<file path="src/rtl/cpsat_pkg.sv">
// Shared types and constants for the two-polygon separating-axis test.
// Used by the top level and its checker; depends on nothing.
package cpsat_pkg;

    localparam int MAX_VERTS  = 16;
    localparam int COORD_BITS = 16;

    localparam int FIELD_W  = 16;
    localparam int CW       = (COORD_BITS < FIELD_W) ? COORD_BITS : FIELD_W;
    localparam int ENTRY_W  = 2 * CW;
    localparam int AXW      = CW + 1;
    localparam int PRW      = 2 * CW + 1;
    localparam int DOTW     = 2 * CW + 2;
    localparam int CNT_W    = $clog2(MAX_VERTS + 1);
    localparam int IDX_W    = $clog2(MAX_VERTS);

    localparam int S_DATA_W = 2 * FIELD_W;
    localparam int S_USER_W = 2;
    localparam int M_DATA_W = 8;
    localparam int M_USER_W = 2;

    typedef enum logic [1:0] {
        CMD_APPEND_A = 2'd0,
        CMD_APPEND_B = 2'd1,
        CMD_RUN      = 2'd2
    } cmd_t;

    typedef enum logic [1:0] {
        STATUS_OK       = 2'd0,
        STATUS_EMPTY    = 2'd1,
        STATUS_OVERFLOW = 2'd2
    } status_t;

endpackage

</file>
<file path="src/rtl/convex_polygon_sat_intersect.sv">
// Top level of the two-polygon separating-axis intersection test.
// Holds both vertex stores, the sequencer and the shared multiplier; uses cpsat_pkg.
//
//  channel  dir  tdata                        tuser
//  s_       in   vertex_x [15:0], vertex_y    command [1:0]
//                [31:16]
//  m_       out  intersects [0], zero pad     status [1:0]
//
// The one multiplier is used twice per projected vertex of a run.
// Reset clears counts and flags; the stores need no clearing.
// The result waits in an output register; a stalled result only holds the next run's end.
module convex_polygon_sat_intersect (
    input  logic                          aclk,
    input  logic                          aresetn,
    input  logic                          s_tvalid,
    output logic                          s_tready,
    input  logic [cpsat_pkg::S_DATA_W-1:0] s_tdata,  // vertex_x, vertex_y
    input  logic [cpsat_pkg::S_USER_W-1:0] s_tuser,  // command
    output logic                          m_tvalid,
    input  logic                          m_tready,
    output logic [cpsat_pkg::M_DATA_W-1:0] m_tdata,  // intersects, zero pad
    output logic [cpsat_pkg::M_USER_W-1:0] m_tuser   // status
);
    import cpsat_pkg::*;

    typedef enum logic [9:0] {
        ST_IDLE   = 10'b00_0000_0001,
        ST_RD_P   = 10'b00_0000_0010,
        ST_RD_Q   = 10'b00_0000_0100,
        ST_AXIS   = 10'b00_0000_1000,
        ST_RD_V   = 10'b00_0001_0000,
        ST_MUL_X  = 10'b00_0010_0000,
        ST_MUL_Y  = 10'b00_0100_0000,
        ST_CMP    = 10'b00_1000_0000,
        ST_TEST   = 10'b01_0000_0000,
        ST_FINISH = 10'b10_0000_0000
    } state_t;

    state_t state_reg, state_next;

    logic [ENTRY_W-1:0] mem_a [MAX_VERTS];
    logic [ENTRY_W-1:0] mem_b [MAX_VERTS];
    logic [ENTRY_W-1:0] rdata_a_reg, rdata_b_reg;
    logic               rsel_reg;

    logic [CNT_W-1:0] cnt_a_reg, cnt_a_next, cnt_b_reg, cnt_b_next;
    logic             ovf_reg, ovf_next;
    logic             edge_sel_reg, edge_sel_next;
    logic             proj_sel_reg, proj_sel_next;
    logic [IDX_W-1:0] k_reg, k_next, v_reg, v_next;

    logic signed [CW-1:0]   px_reg, px_next, py_reg, py_next;
    logic signed [AXW-1:0]  ax_reg, ax_next, ay_reg, ay_next;
    logic signed [PRW-1:0]  prod_reg, prod_next;
    logic signed [DOTW-1:0] dot_reg, dot_next;
    logic signed [DOTW-1:0] min_a_reg, min_a_next, max_a_reg, max_a_next;
    logic signed [DOTW-1:0] min_b_reg, min_b_next, max_b_reg, max_b_next;

    logic    hit_reg, hit_next;
    status_t status_reg, status_next;
    logic    out_valid_reg, out_valid_next;
    logic    out_hit_reg, out_hit_next;
    status_t out_status_reg, out_status_next;

    logic             s_beat, wr_a, wr_b;
    logic [IDX_W-1:0] rd_addr;
    logic             rd_sel;
    logic [ENTRY_W-1:0] rdata;
    logic signed [CW-1:0]  rd_x, rd_y, mul_a;
    logic signed [AXW-1:0] mul_b;
    logic signed [PRW-1:0] mul_p;
    logic [CNT_W-1:0] cnt_a_m1, cnt_b_m1;
    logic [IDX_W-1:0] last_a, last_b, last_e, last_v, p_idx;
    logic [ENTRY_W-1:0] s_entry;
    logic             first_v, separated;

    assign s_tready = (state_reg == ST_IDLE);
    assign s_beat   = s_tvalid && s_tready;
    assign m_tvalid = out_valid_reg;
    assign m_tdata  = {{(M_DATA_W - 1){1'b0}}, out_hit_reg};
    assign m_tuser  = out_status_reg;

    assign s_entry = {s_tdata[FIELD_W+CW-1:FIELD_W], s_tdata[CW-1:0]};

    assign cnt_a_m1 = cnt_a_reg - CNT_W'(1);
    assign cnt_b_m1 = cnt_b_reg - CNT_W'(1);
    assign last_a   = cnt_a_m1[IDX_W-1:0];
    assign last_b   = cnt_b_m1[IDX_W-1:0];
    assign last_e   = edge_sel_reg ? last_b : last_a;
    assign last_v   = proj_sel_reg ? last_b : last_a;
    assign p_idx    = (k_reg == '0) ? last_e : k_reg - IDX_W'(1);

    always_comb begin
        priority case (1'b1)
            state_reg == ST_RD_P: begin
                rd_addr = p_idx;
                rd_sel  = edge_sel_reg;
            end
            state_reg == ST_RD_Q: begin
                rd_addr = k_reg;
                rd_sel  = edge_sel_reg;
            end
            default: begin
                rd_addr = v_reg;
                rd_sel  = proj_sel_reg;
            end
        endcase
    end

    assign rdata = rsel_reg ? rdata_b_reg : rdata_a_reg;
    assign rd_x  = rdata[CW-1:0];
    assign rd_y  = rdata[ENTRY_W-1:CW];

    assign mul_a = (state_reg == ST_MUL_X) ? rd_x : rd_y;
    assign mul_b = (state_reg == ST_MUL_X) ? ax_reg : ay_reg;
    assign mul_p = PRW'(mul_a) * PRW'(mul_b);

    assign first_v   = (v_reg == '0);
    assign separated = (max_a_reg < min_b_reg) || (min_a_reg > max_b_reg);

    always_ff @(posedge aclk) begin
        if (wr_a) begin
            mem_a[cnt_a_reg[IDX_W-1:0]] <= s_entry;
        end
        if (wr_b) begin
            mem_b[cnt_b_reg[IDX_W-1:0]] <= s_entry;
        end
        rdata_a_reg <= mem_a[rd_addr];
        rdata_b_reg <= mem_b[rd_addr];
        rsel_reg    <= rd_sel;
    end

    always_comb begin
        state_next      = state_reg;
        cnt_a_next      = cnt_a_reg;
        cnt_b_next      = cnt_b_reg;
        ovf_next        = ovf_reg;
        edge_sel_next   = edge_sel_reg;
        proj_sel_next   = proj_sel_reg;
        k_next          = k_reg;
        v_next          = v_reg;
        px_next         = px_reg;
        py_next         = py_reg;
        ax_next         = ax_reg;
        ay_next         = ay_reg;
        prod_next       = prod_reg;
        dot_next        = dot_reg;
        min_a_next      = min_a_reg;
        max_a_next      = max_a_reg;
        min_b_next      = min_b_reg;
        max_b_next      = max_b_reg;
        hit_next        = hit_reg;
        status_next     = status_reg;
        out_valid_next  = out_valid_reg;
        out_hit_next    = out_hit_reg;
        out_status_next = out_status_reg;
        wr_a            = 1'b0;
        wr_b            = 1'b0;

        if (out_valid_reg && m_tready) begin
            out_valid_next = 1'b0;
        end

        unique case (state_reg)
            ST_IDLE: begin
                if (s_beat) begin
                    unique case (s_tuser)
                        CMD_APPEND_A: begin
                            if (cnt_a_reg == CNT_W'(MAX_VERTS)) begin
                                ovf_next = 1'b1;
                            end else begin
                                wr_a       = 1'b1;
                                cnt_a_next = cnt_a_reg + CNT_W'(1);
                            end
                        end
                        CMD_APPEND_B: begin
                            if (cnt_b_reg == CNT_W'(MAX_VERTS)) begin
                                ovf_next = 1'b1;
                            end else begin
                                wr_b       = 1'b1;
                                cnt_b_next = cnt_b_reg + CNT_W'(1);
                            end
                        end
                        CMD_RUN: begin
                            hit_next = 1'b0;
                            if (ovf_reg) begin
                                status_next = STATUS_OVERFLOW;
                                state_next  = ST_FINISH;
                            end else if (cnt_a_reg == '0 || cnt_b_reg == '0) begin
                                status_next = STATUS_EMPTY;
                                state_next  = ST_FINISH;
                            end else begin
                                status_next   = STATUS_OK;
                                edge_sel_next = 1'b0;
                                k_next        = '0;
                                state_next    = ST_RD_P;
                            end
                        end
                        default: begin
                        end
                    endcase
                end
            end
            ST_RD_P: begin
                state_next = ST_RD_Q;
            end
            ST_RD_Q: begin
                px_next    = rd_x;
                py_next    = rd_y;
                state_next = ST_AXIS;
            end
            ST_AXIS: begin
                ax_next       = AXW'(py_reg) - AXW'(rd_y);
                ay_next       = AXW'(rd_x) - AXW'(px_reg);
                proj_sel_next = 1'b0;
                v_next        = '0;
                state_next    = ST_RD_V;
            end
            ST_RD_V: begin
                state_next = ST_MUL_X;
            end
            ST_MUL_X: begin
                prod_next  = mul_p;
                state_next = ST_MUL_Y;
            end
            ST_MUL_Y: begin
                dot_next   = DOTW'(prod_reg) + DOTW'(mul_p);
                state_next = ST_CMP;
            end
            ST_CMP: begin
                if (!proj_sel_reg) begin
                    if (first_v || dot_reg < min_a_reg) min_a_next = dot_reg;
                    if (first_v || dot_reg > max_a_reg) max_a_next = dot_reg;
                end else begin
                    if (first_v || dot_reg < min_b_reg) min_b_next = dot_reg;
                    if (first_v || dot_reg > max_b_reg) max_b_next = dot_reg;
                end
                if (v_reg == last_v) begin
                    if (!proj_sel_reg) begin
                        proj_sel_next = 1'b1;
                        v_next        = '0;
                        state_next    = ST_RD_V;
                    end else begin
                        state_next = ST_TEST;
                    end
                end else begin
                    v_next     = v_reg + IDX_W'(1);
                    state_next = ST_RD_V;
                end
            end
            ST_TEST: begin
                if (separated) begin
                    hit_next   = 1'b0;
                    state_next = ST_FINISH;
                end else if (k_reg == last_e) begin
                    if (!edge_sel_reg) begin
                        edge_sel_next = 1'b1;
                        k_next        = '0;
                        state_next    = ST_RD_P;
                    end else begin
                        hit_next   = 1'b1;
                        state_next = ST_FINISH;
                    end
                end else begin
                    k_next     = k_reg + IDX_W'(1);
                    state_next = ST_RD_P;
                end
            end
            ST_FINISH: begin
                if (!out_valid_reg || m_tready) begin
                    out_valid_next  = 1'b1;
                    out_hit_next    = hit_reg;
                    out_status_next = status_reg;
                    cnt_a_next      = '0;
                    cnt_b_next      = '0;
                    ovf_next        = 1'b0;
                    state_next      = ST_IDLE;
                end
            end
            default: begin
                state_next = ST_IDLE;
            end
        endcase
    end

    always_ff @(posedge aclk) begin
        if (!aresetn) begin
            state_reg      <= ST_IDLE;
            cnt_a_reg      <= '0;
            cnt_b_reg      <= '0;
            ovf_reg        <= 1'b0;
            out_valid_reg  <= 1'b0;
        end else begin
            state_reg      <= state_next;
            cnt_a_reg      <= cnt_a_next;
            cnt_b_reg      <= cnt_b_next;
            ovf_reg        <= ovf_next;
            out_valid_reg  <= out_valid_next;
        end
    end

    always_ff @(posedge aclk) begin
        edge_sel_reg   <= edge_sel_next;
        proj_sel_reg   <= proj_sel_next;
        k_reg          <= k_next;
        v_reg          <= v_next;
        px_reg         <= px_next;
        py_reg         <= py_next;
        ax_reg         <= ax_next;
        ay_reg         <= ay_next;
        prod_reg       <= prod_next;
        dot_reg        <= dot_next;
        min_a_reg      <= min_a_next;
        max_a_reg      <= max_a_next;
        min_b_reg      <= min_b_next;
        max_b_reg      <= max_b_next;
        hit_reg        <= hit_next;
        status_reg     <= status_next;
        out_hit_reg    <= out_hit_next;
        out_status_reg <= out_status_next;
    end

endmodule

</file>
<file path="config.mk">
export PLATFORM = sky130hd
export DESIGN_NAME = convex_polygon_sat_intersect
export DESIGN_NICKNAME = d
export VERILOG_FILES = /design/src/rtl/cpsat_pkg.sv /design/src/rtl/convex_polygon_sat_intersect.sv
export SDC_FILE = /design/constraint.sdc
export NUM_CORES = 2
export LEC_CHECK = 0
export BUFFER_PORTS_ARGS = -buffer_cell sky130_fd_sc_hd__clkbuf_2
export CORE_MARGIN = 10
export CORE_UTILIZATION = 29
export CTS_BUF_LIST = sky130_fd_sc_hd__clkbuf_4 sky130_fd_sc_hd__clkbuf_8
export DETAILED_ROUTE_END_ITERATION = 12
export HOLD_SLACK_MARGIN = 0.03
export SLEW_MARGIN = 10
export SYNTH_ARGS = -nofsm -noshare
export SYNTH_HDL_FRONTEND = slang
export SYNTH_SLANG_ARGS = --single-unit
export TNS_END_PERCENT = 50
</file>
<file path="constraint.sdc">
create_clock -name aclk -period 11.5 [get_ports aclk]
set_input_delay 0 -clock aclk [delete_from_list [all_inputs] [get_ports aclk]]
set_output_delay 0 -clock aclk [all_outputs]
set_load 0.03 [all_outputs]
</file>
Word level (Yosys, flattened, before mapping). Memories as Yosys holds them, arrays and structs flattened. A register that Yosys moved wholly into a read port is not among the register bits. Index checks and enable logic that the tools add are counted. W data, S select, Z words.

Bitwise operators: 1. Eq/ne operators: 35. Reduce and logical (&&, ||, !) cells: 33. Add/subtract/negate cells: 10. $mul: 1. Multiplexer cells: 78. Magnitude comparators: 6.

Operators by type and width (count): $gt A34 B34 Y1 (3); $lt A34 B34 Y1 (3); $pmux W10 S10 (1); $mux W10 (9); $mux W4 (14); $mux W5 (7); $add A33 B33 Y34 (1); $mux W1 (34); $sub A16 B16 Y17 (2); $mul A16 B17 Y33 (1); $mux W32 (1); $pmux W5 S2 (2); $ne A3 B3 Y1 const B (6); $reduce_and A3 Y1 (6); $mux W17 (1); $mux W16 (1); $ne A2 B2 Y1 const B (8); $pmux W4 S2 (2); $reduce_and A5 Y1 (3); $reduce_and A7 Y1 (2); $sub A4 B1 Y4 const B (3); $add A5 B1 Y5 const B (2); $eq A10 B1 Y1 const B (1); $eq A10 B10 Y1 const B (1); 27 further kinds (50).

Flip-flop bits (word level): 308. Word-level logic and storage cells: 190. Memories: 2. Output and inout port bits: 12. Input port bits: 38. Bits in writable memories: 1024.

Memories: mem_a (depth 16, bits a word 32, rd ports 1, clocked after memory_dff 1, wr ports 1, RTL line convex_polygon_sat_intersect.sv:41) `logic [ENTRY_W-1:0] mem_a [MAX_VERTS];`; mem_b (depth 16, bits a word 32, rd ports 1, clocked after memory_dff 1, wr ports 1, RTL line convex_polygon_sat_intersect.sv:42) `logic [ENTRY_W-1:0] mem_b [MAX_VERTS];`.

Depth between registers and ports, before layout.
Word-level depth: 7. Gate-level depth with buffers: 42. Mapped depth without buffers: 38.

Worst setup path after synthesis. No wires, ideal clock.

Path type: register -> register. Start: register state_reg[7]. End: register dot_reg[31], data pin. Data arrival time: 9.543 ns. Library setup time: 0.265 ns. Clock period less this slack: 9.808 ns. Stages on the path, launching flop included: 37. Data required time: 11.235 ns. Buffers on the path: 2. Slack: 1.692 ns. Cell sequence: dfxtp_1 nor4_4 nand3_1 or3b_2 buf_2 inv_2 buf_1 nand2_1 nand2_1 nand2_1 fa_1 fa_1 fa_1 fa_1 inv_1 fa_1 fa_1 ha_1 a211oi_1 o21bai_1 a2111oi_0 nor2_1 a31oi_1 nand2_1 a21o_1 a21oi_1 xnor2_1 ha_1 a21o_1 a21oi_1 nor2_1 nor2_1 o21ai_0 a21oi_1 a211o_1 o21ai_0 xor2_1.

Word-level cells in the longest chain between the ends: 4. Elaborated cells between the ends (all ways): 5. Classes of those cells: add/sub: 1; mul: 1; eq/ne: 1; mux: 2.

RTL lines: start, declared (RTL line convex_polygon_sat_intersect.sv:39) `state_t state_reg, state_next;`; start signal, assigned (RTL line convex_polygon_sat_intersect.sv:294) `state_reg <= state_next;`; $eq A10 B6 Y1 * (RTL line convex_polygon_sat_intersect.sv:114, convex_polygon_sat_intersect.sv:115); $mux W16 / $mux W17 (equally long branches) (RTL line convex_polygon_sat_intersect.sv:114, convex_polygon_sat_intersect.sv:115); $mul A16 B17 Y33 * (RTL line convex_polygon_sat_intersect.sv:116) `assign mul_p = PRW'(mul_a) * PRW'(mul_b);`; named net mul_p[22] (RTL line convex_polygon_sat_intersect.sv:71) `logic signed [PRW-1:0] mul_p;`; $add A33 B33 Y34 * (RTL line convex_polygon_sat_intersect.sv:227) `dot_next = DOTW'(prod_reg) + DOTW'(mul_p);`; end signal, assigned (RTL line convex_polygon_sat_intersect.sv:312) `dot_reg <= dot_next;`; end, declared (RTL line convex_polygon_sat_intersect.sv:55) `logic signed [DOTW-1:0] dot_reg, dot_next;`.

The timed path passes the listed nets; every way through them passes the cells marked *. A chain may end at the register's enable or synchronous reset.

Worst setup path in the final report.
Start: register state_reg[8]. End: register dot_reg[32], data pin.

The elaborated chain is that of the path after synthesis.

==> results.toml <==
[run_status]
status = "completed"

[sta]
grt_setup_unrepaired = "false"
finalClockSkew_ns = 0.1081
relSlewSlack = 0.2059
hold_viol = 0
max_freq_ghz = 0.09385
finalSetupViolCount = 0
period_needed_ns = 10.65
worstMarginPinSlew_ns = 1.191
tns_ns = 0
drv_slew = 0
min_period_over_period = 0.9265

[layout]
drive_above_1_share = 0.1317
fill_cells = 23760
synthToLayoutAreaGrowth_pct = 13.63
nets = 6071
final_cells = 8788

[yosys]
yosysWarningCount = 0
yosys.area.top_type = "edfxtp_1"
synth-edff-count = 1309
synthTopCellsByArea = "edfxtp_1 55%, fa_1 7.9%, mux2i_1 7.8%, ha_1 6.4%, inv_1 2.7%"
synth_area_um2 = 71050
yosysMostFrequentCell = "edfxtp_1"
async_reset_ff_frac = 0
yosysSeqAreaShare = 0.5778
avgSynthCellArea_um2 = 13.76
ys_types = 76
netlist.area_leader.share = 0.5533
synth_common_cells = "1309 x edfxtp_1, 553 x mux2i_1, 515 x inv_1, 373 x nor2_1, 364 x ha_1"
synthFlopType = "edfxtp_1"
syn-instance-count = 5163
ys_ff_latch = 1396

[drt]
wire_per_inst_um = 19.80
detail-route-antenna-nets = 0
drt-total-wl_um = 174000
drcViolationCount = 0
vias = 41450
routed_via_density = 4.717
drt_iter0_drc = 2775
dr.pass1.iters = 5

[min_path]
hold_start = "s_tvalid"
min_to = "status_reg[0]"
holdCritPathClass = "input port to register"
hold_path_depth = 3

[run]
maxCapViolations = 0

[clocking]
clock-sinks = 1396
cts-htree-levels = 4
clk_pin_slew_ns = 0.06
cts_tree = "done"
clkLatencyLatePin_ns = 0.97
cts-root-buf = "clkbuf_8"
numCtsBuffers = 219
cts.path.max_buffers = 3

[power_and_ir_drop]
p_per_area_nw_per_um2 = 126.7
p_leak_uw = 0.03274
vdd_ir_drop_max_v = 0.0001264

[critical_path]
slowest_delay_ns = 0.73
crit_arrival_ns = 11.30
reg2reg_slack_ns = 0.85
crit_top_cell = "fa_1"
worstSetupPathType = "register to register"
regToRegEndpoint = "dot_reg[32]"
slowest_stage = "or3b_2"
critPathRequiredTime_ns = 12.15
reg2reg_depth = 28
startpoint_type = "register"
timing.rr.start = "state_reg[8]"
path_max_fanout = 35
critPathCaptureType = "register"

[global_route]
globalRouteOverflowTotal = 0
grt_pass1_wl_um = 261600
grt_max_degree = 144
grt_use_total = 0.1276
grt_pass1_vias = 42250
antenna_found_initial = 10

[floorplan]
die_w_um = 515.0
ios = 50
core_um2 = 243500
start_util = 0.2918
die_y_um = 515.0
die_area_um2 = 265200
rows = 181

[place]
io_buffers = 42
place_congestion = 0.8578
dp.cells = 8325
dp_hpwl_um = 104900
## metal layers
metal,GRT usage,part of all wire,vias to the layer above
li1,-,-,19220
met4,0.03281,0.021,4
met3,0.02147,0.049,252
met2,0.2178,0.49,950
met1,0.1680,0.44,21020
met5,0,0.00013,-
## cells in the final DEF, fill, tap and decap left out, types with 37 or more instances in the layout
cell type,n
o221ai_1,66
dlygate4sd3_1,46
ha_1,364
a22oi_1,49
o21ai_0,70
buf_4,86
mux2i_1,553
edfxtp_1,1309
dfxtp_1,86
a21oi_1,248
inv_1,515
xnor2_1,78
clkbuf_4,84
nand3_1,37
clkinv_1,38
nor2_1,348
nand2_1,263
fa_1,279
clkbuf_8,241
clkbuf_2,42
a21o_1,112
mux2_2,147
## through the flow
step	cell area, um^2	hold slack, ns	utilization	setup slack [ns]	power [uW]
after global placement	75400	0.3525	0.3097	0.9154	5776
final	80730	0.1289	0.3316	0.8451	10230
after floorplan	71070	0.09887	-	1.692	5710
after detailed placement	75400	0.3691	0.3097	0.8492	5781
after global routing	80720	0.08350	0.3316	0.1437	10590
after CTS	80720	0.03601	0.3316	0.8080	10350
## cell families after synthesis
family / after synthesis / synth area share
flip-flops: 1396 / 0.5778
AND/OR/NAND/NOR: 900 / 0.05701
AO/OA/AOI/OAI: 724 / 0.06821
multiplexers: 700 / 0.1012
buffers and inverters: 693 / 0.03998
adder cells (fa/ha/maj): 643 / 0.1427
XOR/XNOR: 106 / 0.01307
other: 1 / 0.00005278
## what timing repair did
item / CTS / global route
hold buffers: 46 / 0
endpoints found under the hold margin: 1057 / 0
resized for setup: 0 / 0
buffers inserted: 0 / 0
## power by group
part | switching [uW] | internal, uW | leakage [uW]
Sequential | 3.69 | 5550 | 0.0125
Combinational | 99.4 | 37.5 | 0.0177
Clock | 2060 | 2480 | 0.00255
## final cells by class
type | count | area (um^2) | area share
antenna | 4 | 10.01 | 0.0001240
clock buffer | 325 | 3948 | 0.04890
clock inverter | 88 | 910.9 | 0.01128
inverter | 516 | 1937 | 0.02399
multi-input combinational | 3080 | 27490 | 0.3406
sequential | 1396 | 41050 | 0.5085
tap | 3202 | 4006 | 0.04962
timing repair buffer | 177 | 1376 | 0.01705
## critical path: cells and delay by family, from the launching register on
kind / cells / cell delay (ns)
simple gates: 4 / 1.41
compound gates: 8 / 2.48
mux: 1 / 0.43
flops: 1 / 0.36
buf+inv: 5 / 1.53
fa+ha+maj: 8 / 3.78
xor+xnor: 2 / 0.36
## how the worst max path moves through the flow
stage,startpoint,endpoint,slack [ns],cells after the start
global placement,state_reg[7],dot_reg[32],0.92,28
floorplan,state_reg[7],dot_reg[31],1.69,36
finish,state_reg[8],dot_reg[32],0.85,28
CTS,state_reg[7],dot_reg[32],0.81,28
global route,state_reg[7],dot_reg[32],0.14,28
detailed placement,state_reg[7],dot_reg[32],0.85,28
Note: power is estimated with default switching activity, not from simulation.
